==> config.mk <==
export PLATFORM = sky130hd
export DESIGN_NAME = frame_bitmap_allocator_unit
export DESIGN_NICKNAME = d
export VERILOG_FILES = /design/src/rtl/core/fba_pkg.sv /design/src/rtl/core/fba_ctrl.sv /design/src/rtl/core/fba_dp.sv /design/src/rtl/core/frame_bitmap_allocator_unit.sv
export SDC_FILE = /design/constraint.sdc
export NUM_CORES = 1
export LEC_CHECK = 0
export ABC_AREA = 1
export BUFFER_PORTS_ARGS = -buffer_cell sky130_fd_sc_hd__buf_2
export CAP_MARGIN = 20
export CORE_AREA = 5 5 296 153
export CTS_CLUSTER_DIAMETER = 60
export CTS_CLUSTER_SIZE = 40
export DETAILED_ROUTE_END_ITERATION = 10
export DIE_AREA = 0 0 301 158
export PLACE_DENSITY = 0.64
export SKIP_LAST_GASP = 1
export SLEW_MARGIN = 0
export SYNTH_ARGS = -nofsm -noshare
export SYNTH_HDL_FRONTEND = slang
export SYNTH_HIERARCHICAL = 1
export SYNTH_SLANG_ARGS = --single-unit
export TNS_END_PERCENT = 1
==> constraint.sdc <==
create_clock -name i_clk -period 4.6 [get_ports i_clk]
set_clock_uncertainty 0.1 [all_clocks]
set_input_delay 0 -clock i_clk [delete_from_list [all_inputs] [get_ports i_clk]]
set_output_delay 0 -clock i_clk [all_outputs]
set_load 0.05 [all_outputs]
==> src/rtl/core/fba_pkg.sv <==
`default_nettype none

package fba_pkg;

    localparam int MAX_FRAMES_DEF = 64;

    localparam int COUNT_W = 7;
    localparam int FRAME_W = 6;
    localparam int STATUS_W = 2;

    localparam logic FUNC_RESERVE = 1'b0;
    localparam logic FUNC_RELEASE = 1'b1;

    localparam logic [STATUS_W-1:0] ST_OK     = 2'd0;
    localparam logic [STATUS_W-1:0] ST_NOFREE = 2'd1;
    localparam logic [STATUS_W-1:0] ST_RANGE  = 2'd2;

    typedef struct packed {
        logic                latch_req;
        logic                load_work;
        logic                scan_step;
        logic                emit_step;
        logic                out_single;
        logic                release_clear;
        logic [STATUS_W-1:0] status;
    } t_cmd;

    typedef struct packed {
        logic func;
        logic count_zero;
        logic in_range;
        logic cnt_done;
        logic work_empty;
        logic emit_last;
        logic slot_free;
    } t_stat;

endpackage

`default_nettype wire

==> src/rtl/core/fba_ctrl.sv <==
`default_nettype none

module fba_ctrl (
    input  wire           i_clk,
    input  wire           i_rst_n,
    input  wire           i_in_valid,
    output logic          o_in_ready,
    input  wire fba_pkg::t_stat i_stat,
    output fba_pkg::t_cmd  o_cmd
);
    import fba_pkg::*;

    typedef enum logic [3:0] {
        S_IDLE   = 4'b0001,
        S_DECODE = 4'b0010,
        S_SCAN   = 4'b0100,
        S_EMIT   = 4'b1000
    } t_state;

    t_state r_state, n_state;

    always_ff @(posedge i_clk) begin
        if (!i_rst_n) begin
            r_state <= S_IDLE;
        end else begin
            r_state <= n_state;
        end
    end

    always_comb begin
        n_state    = r_state;
        o_cmd      = '0;
        o_cmd.status = ST_OK;
        o_in_ready = 1'b0;
        case (r_state)
            S_IDLE: begin
                o_in_ready = 1'b1;
                if (i_in_valid) begin
                    o_cmd.latch_req = 1'b1;
                    n_state         = S_DECODE;
                end
            end
            S_DECODE: begin
                if (i_stat.func == FUNC_RELEASE || i_stat.count_zero) begin
                    // Single-result requests wait here until the output register frees up.
                    if (i_stat.slot_free) begin
                        o_cmd.out_single    = 1'b1;
                        o_cmd.status        = (i_stat.func == FUNC_RELEASE && !i_stat.in_range)
                                              ? ST_RANGE : ST_OK;
                        o_cmd.release_clear = (i_stat.func == FUNC_RELEASE) && i_stat.in_range;
                        n_state             = S_IDLE;
                    end
                end else begin
                    o_cmd.load_work = 1'b1;
                    n_state         = S_SCAN;
                end
            end
            S_SCAN: begin
                if (i_stat.cnt_done) begin
                    n_state = S_EMIT;
                end else if (i_stat.work_empty) begin
                    if (i_stat.slot_free) begin
                        o_cmd.out_single = 1'b1;
                        o_cmd.status     = ST_NOFREE;
                        n_state          = S_IDLE;
                    end
                end else begin
                    o_cmd.scan_step = 1'b1;
                end
            end
            S_EMIT: begin
                if (i_stat.slot_free) begin
                    o_cmd.emit_step = 1'b1;
                    if (i_stat.emit_last) begin
                        n_state = S_IDLE;
                    end
                end
            end
            default: begin
                n_state = S_IDLE;
            end
        endcase
    end

endmodule

`default_nettype wire

==> src/rtl/core/fba_dp.sv <==
`default_nettype none

module fba_dp #(
    parameter int MAX_FRAMES = fba_pkg::MAX_FRAMES_DEF
) (
    input  wire                           i_clk,
    input  wire                           i_rst_n,
    input  wire [fba_pkg::COUNT_W-1:0]    i_frames_in_use,
    input  wire                           i_func,
    input  wire [fba_pkg::COUNT_W-1:0]    i_frame_count,
    input  wire [fba_pkg::FRAME_W-1:0]    i_frame_index,
    input  wire fba_pkg::t_cmd            i_cmd,
    output fba_pkg::t_stat                o_stat,
    input  wire                           i_out_ready,
    output logic                          o_out_valid,
    output logic [fba_pkg::FRAME_W-1:0]   o_frame_number,
    output logic                          o_granted,
    output logic [fba_pkg::STATUS_W-1:0]  o_status,
    output logic                          o_last
);
    import fba_pkg::*;

    localparam int MAP_W = (MAX_FRAMES < 64) ? MAX_FRAMES : 64;
    localparam int IDX_W = $clog2(MAP_W);

    logic [MAP_W-1:0]   r_map;
    logic [MAP_W-1:0]   r_work;
    logic [MAP_W-1:0]   r_pick;
    logic [COUNT_W-1:0] r_cnt;
    logic               r_func;
    logic [COUNT_W-1:0] r_count;
    logic [FRAME_W-1:0] r_index;

    logic               r_ovalid;
    logic [FRAME_W-1:0] r_ofr;
    logic               r_ogr;
    logic [STATUS_W-1:0] r_ost;
    logic               r_olast;

    logic [COUNT_W-1:0] active;
    logic [MAP_W-1:0]   act_mask;
    logic [MAP_W-1:0]   work_low;
    logic [MAP_W-1:0]   pick_low;
    logic [MAP_W-1:0]   rel_mask;
    logic               slot_free;

    function automatic logic [IDX_W-1:0] f_enc(input logic [MAP_W-1:0] v);
        logic [IDX_W-1:0] e;
        e = '0;
        for (int k = 0; k < MAP_W; k++) begin
            if (v[k]) begin
                e = e | IDX_W'(k);
            end
        end
        return e;
    endfunction

    assign active = (i_frames_in_use > COUNT_W'(MAP_W)) ? COUNT_W'(MAP_W) : i_frames_in_use;

    always_comb begin
        for (int i = 0; i < MAP_W; i++) begin
            act_mask[i] = (COUNT_W'(i) < active);
        end
    end

    // Isolate the lowest set bit of each vector.
    assign work_low  = r_work & (~r_work + MAP_W'(1));
    assign pick_low  = r_pick & (~r_pick + MAP_W'(1));
    assign rel_mask  = MAP_W'(1) << r_index[IDX_W-1:0];
    assign slot_free = !r_ovalid || i_out_ready;

    assign o_stat.func       = r_func;
    assign o_stat.count_zero = (r_count == '0);
    assign o_stat.in_range   = ({1'b0, r_index} < active);
    assign o_stat.cnt_done   = (r_cnt == r_count);
    assign o_stat.work_empty = (r_work == '0);
    assign o_stat.emit_last  = (r_cnt == COUNT_W'(1));
    assign o_stat.slot_free  = slot_free;

    always_ff @(posedge i_clk) begin
        if (!i_rst_n) begin
            r_map <= '0;
        end else if (i_cmd.release_clear) begin
            r_map <= r_map & ~rel_mask;
        end else if (i_cmd.emit_step) begin
            r_map <= r_map | pick_low;
        end
    end

    always_ff @(posedge i_clk) begin
        if (i_cmd.latch_req) begin
            r_func  <= i_func;
            r_count <= i_frame_count;
            r_index <= i_frame_index;
        end
        if (i_cmd.load_work) begin
            r_work <= ~r_map & act_mask;
            r_pick <= '0;
            r_cnt  <= '0;
        end else if (i_cmd.scan_step) begin
            r_work <= r_work & ~work_low;
            r_pick <= r_pick | work_low;
            r_cnt  <= r_cnt + COUNT_W'(1);
        end else if (i_cmd.emit_step) begin
            r_pick <= r_pick & ~pick_low;
            r_cnt  <= r_cnt - COUNT_W'(1);
        end
    end

    always_ff @(posedge i_clk) begin
        if (!i_rst_n) begin
            r_ovalid <= 1'b0;
        end else if (i_cmd.out_single || i_cmd.emit_step) begin
            r_ovalid <= 1'b1;
        end else if (i_out_ready) begin
            r_ovalid <= 1'b0;
        end
    end

    always_ff @(posedge i_clk) begin
        if (i_cmd.out_single) begin
            r_ofr   <= '0;
            r_ogr   <= 1'b0;
            r_ost   <= i_cmd.status;
            r_olast <= 1'b1;
        end else if (i_cmd.emit_step) begin
            r_ofr   <= FRAME_W'(f_enc(pick_low));
            r_ogr   <= 1'b1;
            r_ost   <= ST_OK;
            r_olast <= (r_cnt == COUNT_W'(1));
        end
    end

    assign o_out_valid    = r_ovalid;
    assign o_frame_number = r_ofr;
    assign o_granted      = r_ogr;
    assign o_status       = r_ost;
    assign o_last         = r_olast;

endmodule

`default_nettype wire

==> src/rtl/core/frame_bitmap_allocator_unit.sv <==
// Release and zero-count requests are latched in IDLE and register their single result in
// DECODE once the output register is free; the next item is accepted only back in IDLE.
// A reserve of N frames runs N scan steps of the lowest-free-bit encoder to build the
// grant set, then N emit steps send one frame per cycle while the result stream is not stalled.
// A failing reserve scans all free active frames first.
// Synchronous active-low reset frees every frame and sets frames_in_use to 64.
`default_nettype none

module frame_bitmap_allocator_unit #(
    parameter int MAX_FRAMES = fba_pkg::MAX_FRAMES_DEF
) (
    input  wire         i_clk,
    input  wire         i_rst_n,
    // APB configuration port
    input  wire         psel,
    input  wire         penable,
    input  wire         pwrite,
    input  wire  [2:0]  paddr,
    input  wire  [31:0] pwdata,
    output logic [31:0] prdata,
    output logic        pready,
    // Request stream
    input  wire         s_tvalid,
    output logic        s_tready,
    input  wire  [15:0] s_tdata,   // [6:0] frame_count, [12:7] frame_index, [15:13] zero
    input  wire         s_tuser,   // [0] func
    // Result stream
    output logic        m_tvalid,
    input  wire         m_tready,
    output logic [15:0] m_tdata,   // [5:0] frame_number, [6] granted, [8:7] status, [15:9] zero
    output logic        m_tlast
);
    import fba_pkg::*;

    localparam logic [2:0] ADDR_FRAMES_IN_USE = 3'd0;

    logic [COUNT_W-1:0]  r_frames_in_use;
    t_cmd                cmd;
    t_stat               stat;
    logic [FRAME_W-1:0]  frame_number;
    logic                granted;
    logic [STATUS_W-1:0] status;

    assign pready = 1'b1;

    always_ff @(posedge i_clk) begin
        if (!i_rst_n) begin
            r_frames_in_use <= COUNT_W'(64);
        end else if (psel && penable && pwrite && paddr == ADDR_FRAMES_IN_USE) begin
            r_frames_in_use <= pwdata[COUNT_W-1:0];
        end
    end

    assign prdata = (paddr == ADDR_FRAMES_IN_USE) ? 32'(r_frames_in_use) : 32'd0;

    fba_ctrl u_ctrl (
        .i_clk      (i_clk),
        .i_rst_n    (i_rst_n),
        .i_in_valid (s_tvalid),
        .o_in_ready (s_tready),
        .i_stat     (stat),
        .o_cmd      (cmd)
    );

    fba_dp #(
        .MAX_FRAMES (MAX_FRAMES)
    ) u_dp (
        .i_clk           (i_clk),
        .i_rst_n         (i_rst_n),
        .i_frames_in_use (r_frames_in_use),
        .i_func          (s_tuser),
        .i_frame_count   (s_tdata[6:0]),
        .i_frame_index   (s_tdata[12:7]),
        .i_cmd           (cmd),
        .o_stat          (stat),
        .i_out_ready     (m_tready),
        .o_out_valid     (m_tvalid),
        .o_frame_number  (frame_number),
        .o_granted       (granted),
        .o_status        (status),
        .o_last          (m_tlast)
    );

    assign m_tdata = {7'd0, status, granted, frame_number};

endmodule

`default_nettype wire
==> results of run 1 <==
[state kept, by name, summed over array words and instances (netlist names), 2 cells and up]
signal               count
u_ctrl/r_state           4
u_dp/o_status            2
r_frames_in_use          7
u_dp/o_frame_number      6
u_dp/r_work             64
u_dp/r_map              64
u_dp/r_index             6
u_dp/r_cnt               7
u_dp/r_pick             64
u_dp/r_count             7
[path summary, 6_finish.rpt]
| path | to | slack [ns] |
|---|---|---|
| min reg2reg | u_dp/r_map[6]$_SDFFE_PN0P_ | 0.37 |
| max | u_dp/r_pick[0]$_SDFFE_PP0P_ | 0.27 |
| max reg2reg | u_dp/r_pick[0]$_SDFFE_PP0P_ | 0.27 |
| min | u_dp/r_count[4]$_DFFE_PP_ | 0.04 |
[critical path, stage by stage (launching register included)]
cell,delay (ns)
sky130_fd_sc_hd__edfxtp_1,0.46
sky130_fd_sc_hd__nor2_1,0.23
sky130_fd_sc_hd__nand2_1,0.10
sky130_fd_sc_hd__nor2_2,0.15
sky130_fd_sc_hd__nand2_1,0.07
sky130_fd_sc_hd__nor2_1,0.27
sky130_fd_sc_hd__nand2_2,0.14
sky130_fd_sc_hd__nor2_4,0.18
sky130_fd_sc_hd__nand2_1,0.14
sky130_fd_sc_hd__nor2_1,0.21
sky130_fd_sc_hd__inv_1,0.11
sky130_fd_sc_hd__nor3_1,0.40
sky130_fd_sc_hd__buf_4,0.21
sky130_fd_sc_hd__nor2_1,0.05
sky130_fd_sc_hd__nand3_2,0.17
sky130_fd_sc_hd__inv_2,0.07
sky130_fd_sc_hd__inv_1,0.09
sky130_fd_sc_hd__nand2_2,0.06
sky130_fd_sc_hd__nor2_1,0.15
sky130_fd_sc_hd__nor2_2,0.08
sky130_fd_sc_hd__inv_1,0.11
sky130_fd_sc_hd__buf_12,0.22
sky130_fd_sc_hd__nand2_1,0.16
sky130_fd_sc_hd__buf_4,0.23
sky130_fd_sc_hd__nor2_1,0.08
[report_power, final]
group / leakage, nW / switching [mW] / total, mW / internal [mW]
logic: 4.58 / 2.21 / 2.89 / 0.684
clock network: 0.322 / 1.02 / 1.87 / 0.851
registers: 1.99 / 0.316 / 2.72 / 2.40
total: 6.89 / 3.54 / 7.48 / 3.93
[stage by stage]
step | std cells | power [mW]
after floorplan | 2159 | 4.42
after global placement | 2734 | 5.43
after detailed placement | 2734 | 5.43
after CTS | 2811 | 7.30
after global routing | 2811 | 7.73
final | 2812 | 7.48
[synth_stat cells, types with 12 or more instances]
library cell / number
sky130_fd_sc_hd__a211oi_1: 18
sky130_fd_sc_hd__a21oi_1: 102
sky130_fd_sc_hd__a221oi_1: 12
sky130_fd_sc_hd__a31oi_1: 22
sky130_fd_sc_hd__buf_4: 36
sky130_fd_sc_hd__clkbuf_1: 47
sky130_fd_sc_hd__dfxtp_1: 155
sky130_fd_sc_hd__edfxtp_1: 80
sky130_fd_sc_hd__inv_1: 256
sky130_fd_sc_hd__nand2_1: 377
sky130_fd_sc_hd__nand2_2: 14
sky130_fd_sc_hd__nand3_1: 218
sky130_fd_sc_hd__nand4_1: 35
sky130_fd_sc_hd__nor2_1: 380
sky130_fd_sc_hd__nor2_2: 18
sky130_fd_sc_hd__nor2_4: 18
sky130_fd_sc_hd__nor3_1: 44
sky130_fd_sc_hd__o211a_1: 16
sky130_fd_sc_hd__o211ai_1: 29
sky130_fd_sc_hd__o21ai_0: 106
sky130_fd_sc_hd__o31ai_1: 20
[layout make-up]
class,count,area [um2]
diodes,1,2.50
well taps,588,736
multi-input cells,1557,7700
flip-flops and latches,235,5510
clock buffers,21,493
fillers,4647,26100
inverters,267,1010
clock inverters,11,178
repair buffers,132,1010
[logic make-up after synthesis]
family / after synthesis / synth area share
xor gates and xnor gates: 7 / 0.00419
adders and majority gates: 8 / 0.00685
other: 2 / 0.000514
and+or+nand+nor: 1139 / 0.349
AOI/OAI and AO/OA: 370 / 0.158
buffers and inverters: 367 / 0.105
DFF: 235 / 0.376
[per-layer routing]
| layer | GRT usage | share of wire | up-vias | wire [um] |
|---|---|---|---|---|
| li1 | - | - | 7232 | - |
| met1 | 0.480 | 0.47 | 7821 | 34900 |
| met2 | 0.354 | 0.33 | 1148 | 24700 |
| met3 | 0.159 | 0.19 | 74 | 13800 |
| met4 | 0.0299 | 0.012 | 8 | 882 |
| met5 | 0.0188 | 0.0020 | - | 149 |
[timing repair]
action	in CTS	in global routing
hold endpoints to repair	61	0
setup buffers	0	0
resized for setup	0	0
hold buffers	45	0
==> Flow_metrics.wiki, run 1 <==
{| class="wikitable"
! Metric !! Value
|-
| Count of endpoints failing setup in the final report || 0
|-
| Depth of the most critical reg-to-reg path || 24
|-
| Routed wirelength normalized by instance count || ~26 um
|-
| Total non-filler cell area in the finished layout || around 0.017 mm2
|-
| Number of placed I/O pins || about 110
|-
| Most used DFF post-synth || sky130_fd_sc_hd__dfxtp_1
|-
| First-pass GRT wire length || slightly above 100000 um
|-
| Fraction of registers with async set or reset after synthesis || 0
|-
| Maximum achievable frequency || 0.231 GHz
|-
| Peak supply drop || 0.268 mV
|-
| Syn. warnings || 6
|-
| Area of the core region || approximately 0.043 mm2
|-
| Outcome || completed
|-
| Via count of the first global-routing pass || between 10000 and 15000
|-
| Post-layout util || 0.389
|-
| Total number of placement rows || 54
|-
| Final RePlAce weighted congestion || around 1.1
|-
| Leakage power figure || between 6 and 7 nW
|-
| Clock tree sinks || roughly 240
|-
| Share of the synthesized area in the top cell type || 0.212
|-
| Setup slack after layout || 0.272 ns
|-
| Yosys cell types || just over 60
|-
| Maximum number of pins on one net before global-route repair || 65
|-
| Placed wire-length estimate after detailed placement || about 59000 um
|-
| Cell area after synthesis || about 0.015 mm2
|-
| Clock tree from TritonCTS || done
|-
| Clock-pin slew on the worst setup and hold paths || 0.12 ns
|-
| Total power per unit cell area || 450 mW/mm2
|-
| Source of the worst register-to-register timing path || u_dp/r_work[8]$_DFFE_PP_
|-
| Data required time at the worst endpoint || 5.01 ns
|-
| Setup tns final || 0 ns
|-
| Portion of the clock cycle consumed by the worst path in the final layout || 0.941
|-
| Max-capacitance violation count || 0
|-
| Number of flops mapped to enable cells by yosys || 80
|-
| Data arrival at the endpoint of the critical path || about 4.7 ns
|-
| Flip-flop and latch count after synthesis || approximately 240
|-
| Share of final-layout standard cells stronger than drive strength 1 || 0.0931
|-
| Tot GR Track Use || 0.303
|-
| Post-layout net count || about 2300
|-
| CTS H-tree lvls || 1
|-
| Final critical-path required period || 4.33 ns
|-
| Grt total ovfl || 0
|-
| Number of slew-limit violations in the final report || 0
|-
| Count of mapped cells out of synthesis || between 2000 and 2500
|-
| Die outline width || roughly 300 um
|-
| DRC violations left || 0
|-
| CP Capture Type || flop
|-
| Transition time at the pin with the least slew margin || about 1.2 ns
|-
| Critical Path Start || u_dp/r_work[8]$_DFFE_PP_
|-
| Root Buffer Master || sky130_fd_sc_hd__clkbuf_16
|-
| Placement Cell Area || 0.0155 mm2
|-
| Total length of routed wires || 74400 um
|-
| Largest fanout on the critical path || 28
|-
| Average instance area after synthesis || around 6.9 um2
|-
| Count of final hold-check violations || 0
|-
| Number of antenna violations at the first check in global routing || 7
|-
| Detail Route Antenna Nets || 0
|-
| Startpoint Class || flop
|-
| Iteration-0 DRC count of the detailed router || 2760
|-
| Worst Setup Slack post-DPL || slightly above 0.5 ns
|-
| Number of vias in the routed layout || about 16000
|-
| Min-delay src || s_tdata[4]
|-
| Number of instances on the worst hold path || 2
|-
| Seq/Total Area, Yosys || 0.376
|-
| Die Area || 0.0476 mm2
|-
| Dominant cell type by area after synthesis || sky130_fd_sc_hd__dfxtp_1
|-
| Clock insertion delay at the later pin of the skew report || 0.57 ns
|-
| Detailed Routing Iterations Pass 1 || 6
|-
| Maximum number of buffers from clock root to sink || 3
|-
| Start-to-end type of the worst setup path || flop to flop
|-
| CTS Buf Count || 18
|-
| Unrepaired setup endpoints after global routing || no
|-
| Die span in y || between 150 and 200 um
|-
| Max_slew headroom || 0.186
|-
| Starting utilization of the core area || 0.342
|-
| Input/output buffers || slightly below 50
|-
| Hold slack || 0.0386 ns
|-
| Type of the most critical hold path || input pin to flop
|-
| Cell types with the largest area share after synthesis || sky130_fd_sc_hd__dfxtp_1 (21%), sky130_fd_sc_hd__edfxtp_1 (16%), sky130_fd_sc_hd__nor2_1 (9.8%), sky130_fd_sc_hd__nand2_1 (9.7%), sky130_fd_sc_hd__nand3_1 (7.5%)
|-
| Layout overhead on the synthesized area || 13.7%
|-
| Commonest non-fill, non-tap cells in the layout || sky130_fd_sc_hd__nor2_1 (380), sky130_fd_sc_hd__nand2_1 (376), sky130_fd_sc_hd__inv_1 (254)
|-
| Most common cell after layout, fill and taps aside || sky130_fd_sc_hd__nor2_1
|-
| Via-to-Cell Ratio || just under 6
|}
(Power assumes the default switching activity.)
==> inputs of run 2 (changes only) <==
Settings changed: PLACE_DENSITY 0.64 to default.
==> run 2 against run 1 <==
Effect of this change: wire length grew 1.6%; sequential share of layout area fell by 0.35 points; non-clock buffer count rose by 17; hold slack gained 0.012 ns; highest routed layer unchanged.
==> Flow_metrics.wiki, run 2 (same netlist as run 1, synthesis figures left out) <==
{| class="wikitable"
! Metric !! Value
|-
| Total power per unit cell area || 442 mW/mm2 (was 450 mW/mm2)
|-
| Final RePlAce weighted congestion || 1.03 (was 1.06)
|-
| Clock tree sinks || 235 (unchanged)
|-
| Clock insertion delay at the later pin of the skew report || 0.56 ns (was 0.57 ns)
|-
| Min-delay src || s_tdata[12] (was s_tdata[4])
|-
| Fraction of power spent switching nets || 0.458 (was 0.474)
|-
| Post-layout util || 0.394 (was 0.389)
|-
| DRC violations left || 0 (unchanged)
|-
| Fraction of power consumed by sequential logic || 0.366 (was 0.363)
|-
| Share of final-layout standard cells stronger than drive strength 1 || 0.102 (was 0.0931)
|-
| Data arrival at the endpoint of the critical path || 4.68 ns (was 4.74 ns)
|-
| Buf/Inv on CP || 5 (was 7)
|-
| Total length of routed wires || 75600 um (was 74400 um)
|-
| Post-layout net count || 2297 (was 2278)
|-
| Maximum number of buffers from clock root to sink || 3 (unchanged)
|-
| Start-to-end type of the worst setup path || flop to flop (unchanged)
|-
| Maximum cell stage delay along the critical path || 0.45 ns (was 0.46 ns)
|-
| Max_slew headroom || 0.240 (was 0.186)
|-
| Starting utilization of the core area || 0.342 (unchanged)
|-
| Count of final hold-check violations || 0 (unchanged)
|-
| Fillers || 4602 (was 4647)
|-
| Unrepaired setup endpoints after global routing || no (unchanged)
|-
| Commonest non-fill, non-tap cells in the layout || sky130_fd_sc_hd__nor2_1 (380), sky130_fd_sc_hd__nand2_1 (376), sky130_fd_sc_hd__inv_1 (254) (unchanged)
|-
| Type of the most critical hold path || input pin to flop (unchanged)
|-
| Largest fanout on the critical path || 5 (was 28)
|-
| Die span in y || 158 um (unchanged)
|-
| First-pass GRT wire length || 106000 um (was 103000 um)
|-
| Count of inserted antenna diode cells || 0 (was 1)
|-
| Detail Route Antenna Nets || 0 (unchanged)
|-
| Routed wirelength normalized by instance count || 26.7 um (was 26.5 um)
|-
| Area of the core region || 0.0427 mm2 (unchanged)
|-
| Largest registers || u_dp/r_map x64, u_dp/r_pick x64, u_dp/r_work x64 (unchanged)
|-
| Portion of the clock cycle consumed by the worst path in the final layout || 0.935 (was 0.941)
|-
| Max stage delay cell, worst path || sky130_fd_sc_hd__edfxtp_1 (unchanged)
|-
| Top delay family on crit path || simple AND/OR/NAND/NOR gates (unchanged)
|-
| Die outline width || 301 um (unchanged)
|-
| Peak supply drop || 0.260 mV (was 0.268 mV)
|-
| Data required time at the worst endpoint || 4.97 ns (was 5.01 ns)
|-
| Net Sw Power || 3.41 mW (was 3.54 mW)
|-
| Clock-pin slew on the worst setup and hold paths || 0.10 ns (was 0.12 ns)
|-
| Placed wire-length estimate after detailed placement || 60800 um (was 58700 um)
|-
| Maximum number of pins on one net before global-route repair || 65 (unchanged)
|-
| Input/output buffers || 49 (unchanged)
|-
| Die Area || 0.0476 mm2 (unchanged)
|-
| Maximum achievable frequency || 0.232 GHz (was 0.231 GHz)
|-
| Number of antenna violations at the first check in global routing || 2 (was 7)
|-
| Detailed Routing Iterations Pass 1 || 6 (unchanged)
|-
| Number of slew-limit violations in the final report || 0 (unchanged)
|-
| Count of endpoints failing setup in the final report || 0 (unchanged)
|-
| Number of vias in the routed layout || 16376 (was 16283)
|-
| Setup tns final || 0 ns (unchanged)
|-
| Via count of the first global-routing pass || 14498 (was 14331)
|-
| Most common cell after layout, fill and taps aside || sky130_fd_sc_hd__nor2_1 (unchanged)
|-
| CP Capture Type || flop (unchanged)
|-
| Clock tree from TritonCTS || done (unchanged)
|-
| Comb power frac || 0.373 (was 0.387)
|-
| Transition time at the pin with the least slew margin || 1.13 ns (was 1.21 ns)
|-
| Tot GR Track Use || 0.309 (was 0.303)
|-
| Final critical-path required period || 4.30 ns (was 4.33 ns)
|-
| Max-capacitance violation count || 0 (unchanged)
|-
| Total number of placement rows || 54 (unchanged)
|-
| Outcome || completed (unchanged)
|-
| Internal Dissipation || 4.03 mW (was 3.93 mW)
|-
| CTS Buf Count || 20 (was 18)
|-
| Iteration-0 DRC count of the detailed router || 2905 (was 2760)
|-
| Startpoint Class || flop (unchanged)
|-
| Critical Path Start || u_dp/r_work[8]$_DFFE_PP_ (unchanged)
|-
| Grt total ovfl || 0 (unchanged)
|-
| CTS H-tree lvls || 1 (unchanged)
|-
| Power share of the clock group || 0.261 (was 0.250)
|-
| Source of the worst register-to-register timing path || u_dp/r_work[8]$_DFFE_PP_ (unchanged)
|-
| Number of placed I/O pins || 111 (unchanged)
|-
| Leakage power figure || 7.01 nW (was 6.89 nW)
|-
| Via-to-Cell Ratio || 5.78 (was 5.79)
|-
| Root Buffer Master || sky130_fd_sc_hd__clkbuf_16 (unchanged)
|-
| Layout overhead on the synthesized area || 14.9% (was 13.7%)
|}
==> run 2: worst paths after layout <==
| kind | endpoint | slack (ns) | cells after the start |
|---|---|---|---|
| worst max-delay path | u_dp/o_frame_number[3]$_SDFFE_PP0P_ | 0.30 | 26 |
| worst max register to register | u_dp/o_frame_number[3]$_SDFFE_PP0P_ | 0.30 | 26 |
| worst min-delay path | u_dp/r_index[5]$_DFFE_PP_ | 0.05 | 2 |
| worst min register to register | u_dp/r_map[0]$_SDFFE_PN0P_ | 0.37 | 2 |
==> run 2: metrics by stage <==
| step | worst slack, ns | instance area, um2 | instances | total power, mW | hold slack [ns] |
|---|---|---|---|---|---|
| floorplan | 0.0437 | 14700 | 2159 | 4.42 | -0.0159 |
| global placement | 0.0625 | 15600 | 2751 | 5.36 | 0.0783 |
| detailed placement | 0.119 | 15600 | 2751 | 5.36 | 0.0789 |
| CTS | 0.102 | 16800 | 2832 | 7.32 | 0.0363 |
| global route | 0.0328 | 16800 | 2832 | 7.71 | 0.0584 |
| finish | 0.298 | 16800 | 2832 | 7.44 | 0.0505 |
==> run 2: area by class of cell <==
cell class | instances | area, um2 | area share
multi-input cells | 1557 | 7720 | 0.459
flip-flops and latches | 235 | 5510 | 0.328
repair buffers | 149 | 1120 | 0.0667
inverters | 267 | 1010 | 0.0599
well taps | 588 | 736 | 0.0438
clock buffers | 23 | 554 | 0.0330
clock inverters | 13 | 166 | 0.00990
==> run 2: per-layer routing <==
layer  wire length, um  global-route usage  vias to the layer above
met2             24700               0.353                     1146
met5                19                   0                        -
met4              1140              0.0409                        2
met3             13200               0.148                       77
met1             36600               0.503                     7877
li1                  -                   -                     7274
==> run 2: power groups by stage <==
stage / clock, mW / sequential, mW / combinational (mW)
6_report: 1.94 / 2.72 / 2.78
4_1_cts: 1.97 / 2.70 / 2.65
3_5_place_dp: 0 / 2.74 / 2.61
5_1_grt: 2.05 / 2.74 / 2.93
2_1_floorplan: 0 / 2.70 / 1.72
3_3_place_gp: 0 / 2.74 / 2.62
==> run 2: timing repair <==
item	CTS	global route
resized for setup	0	2
buffers inserted	0	0
endpoints found under the hold margin	66	0
endpoints found under the setup margin	0	6
hold buffers	45	0
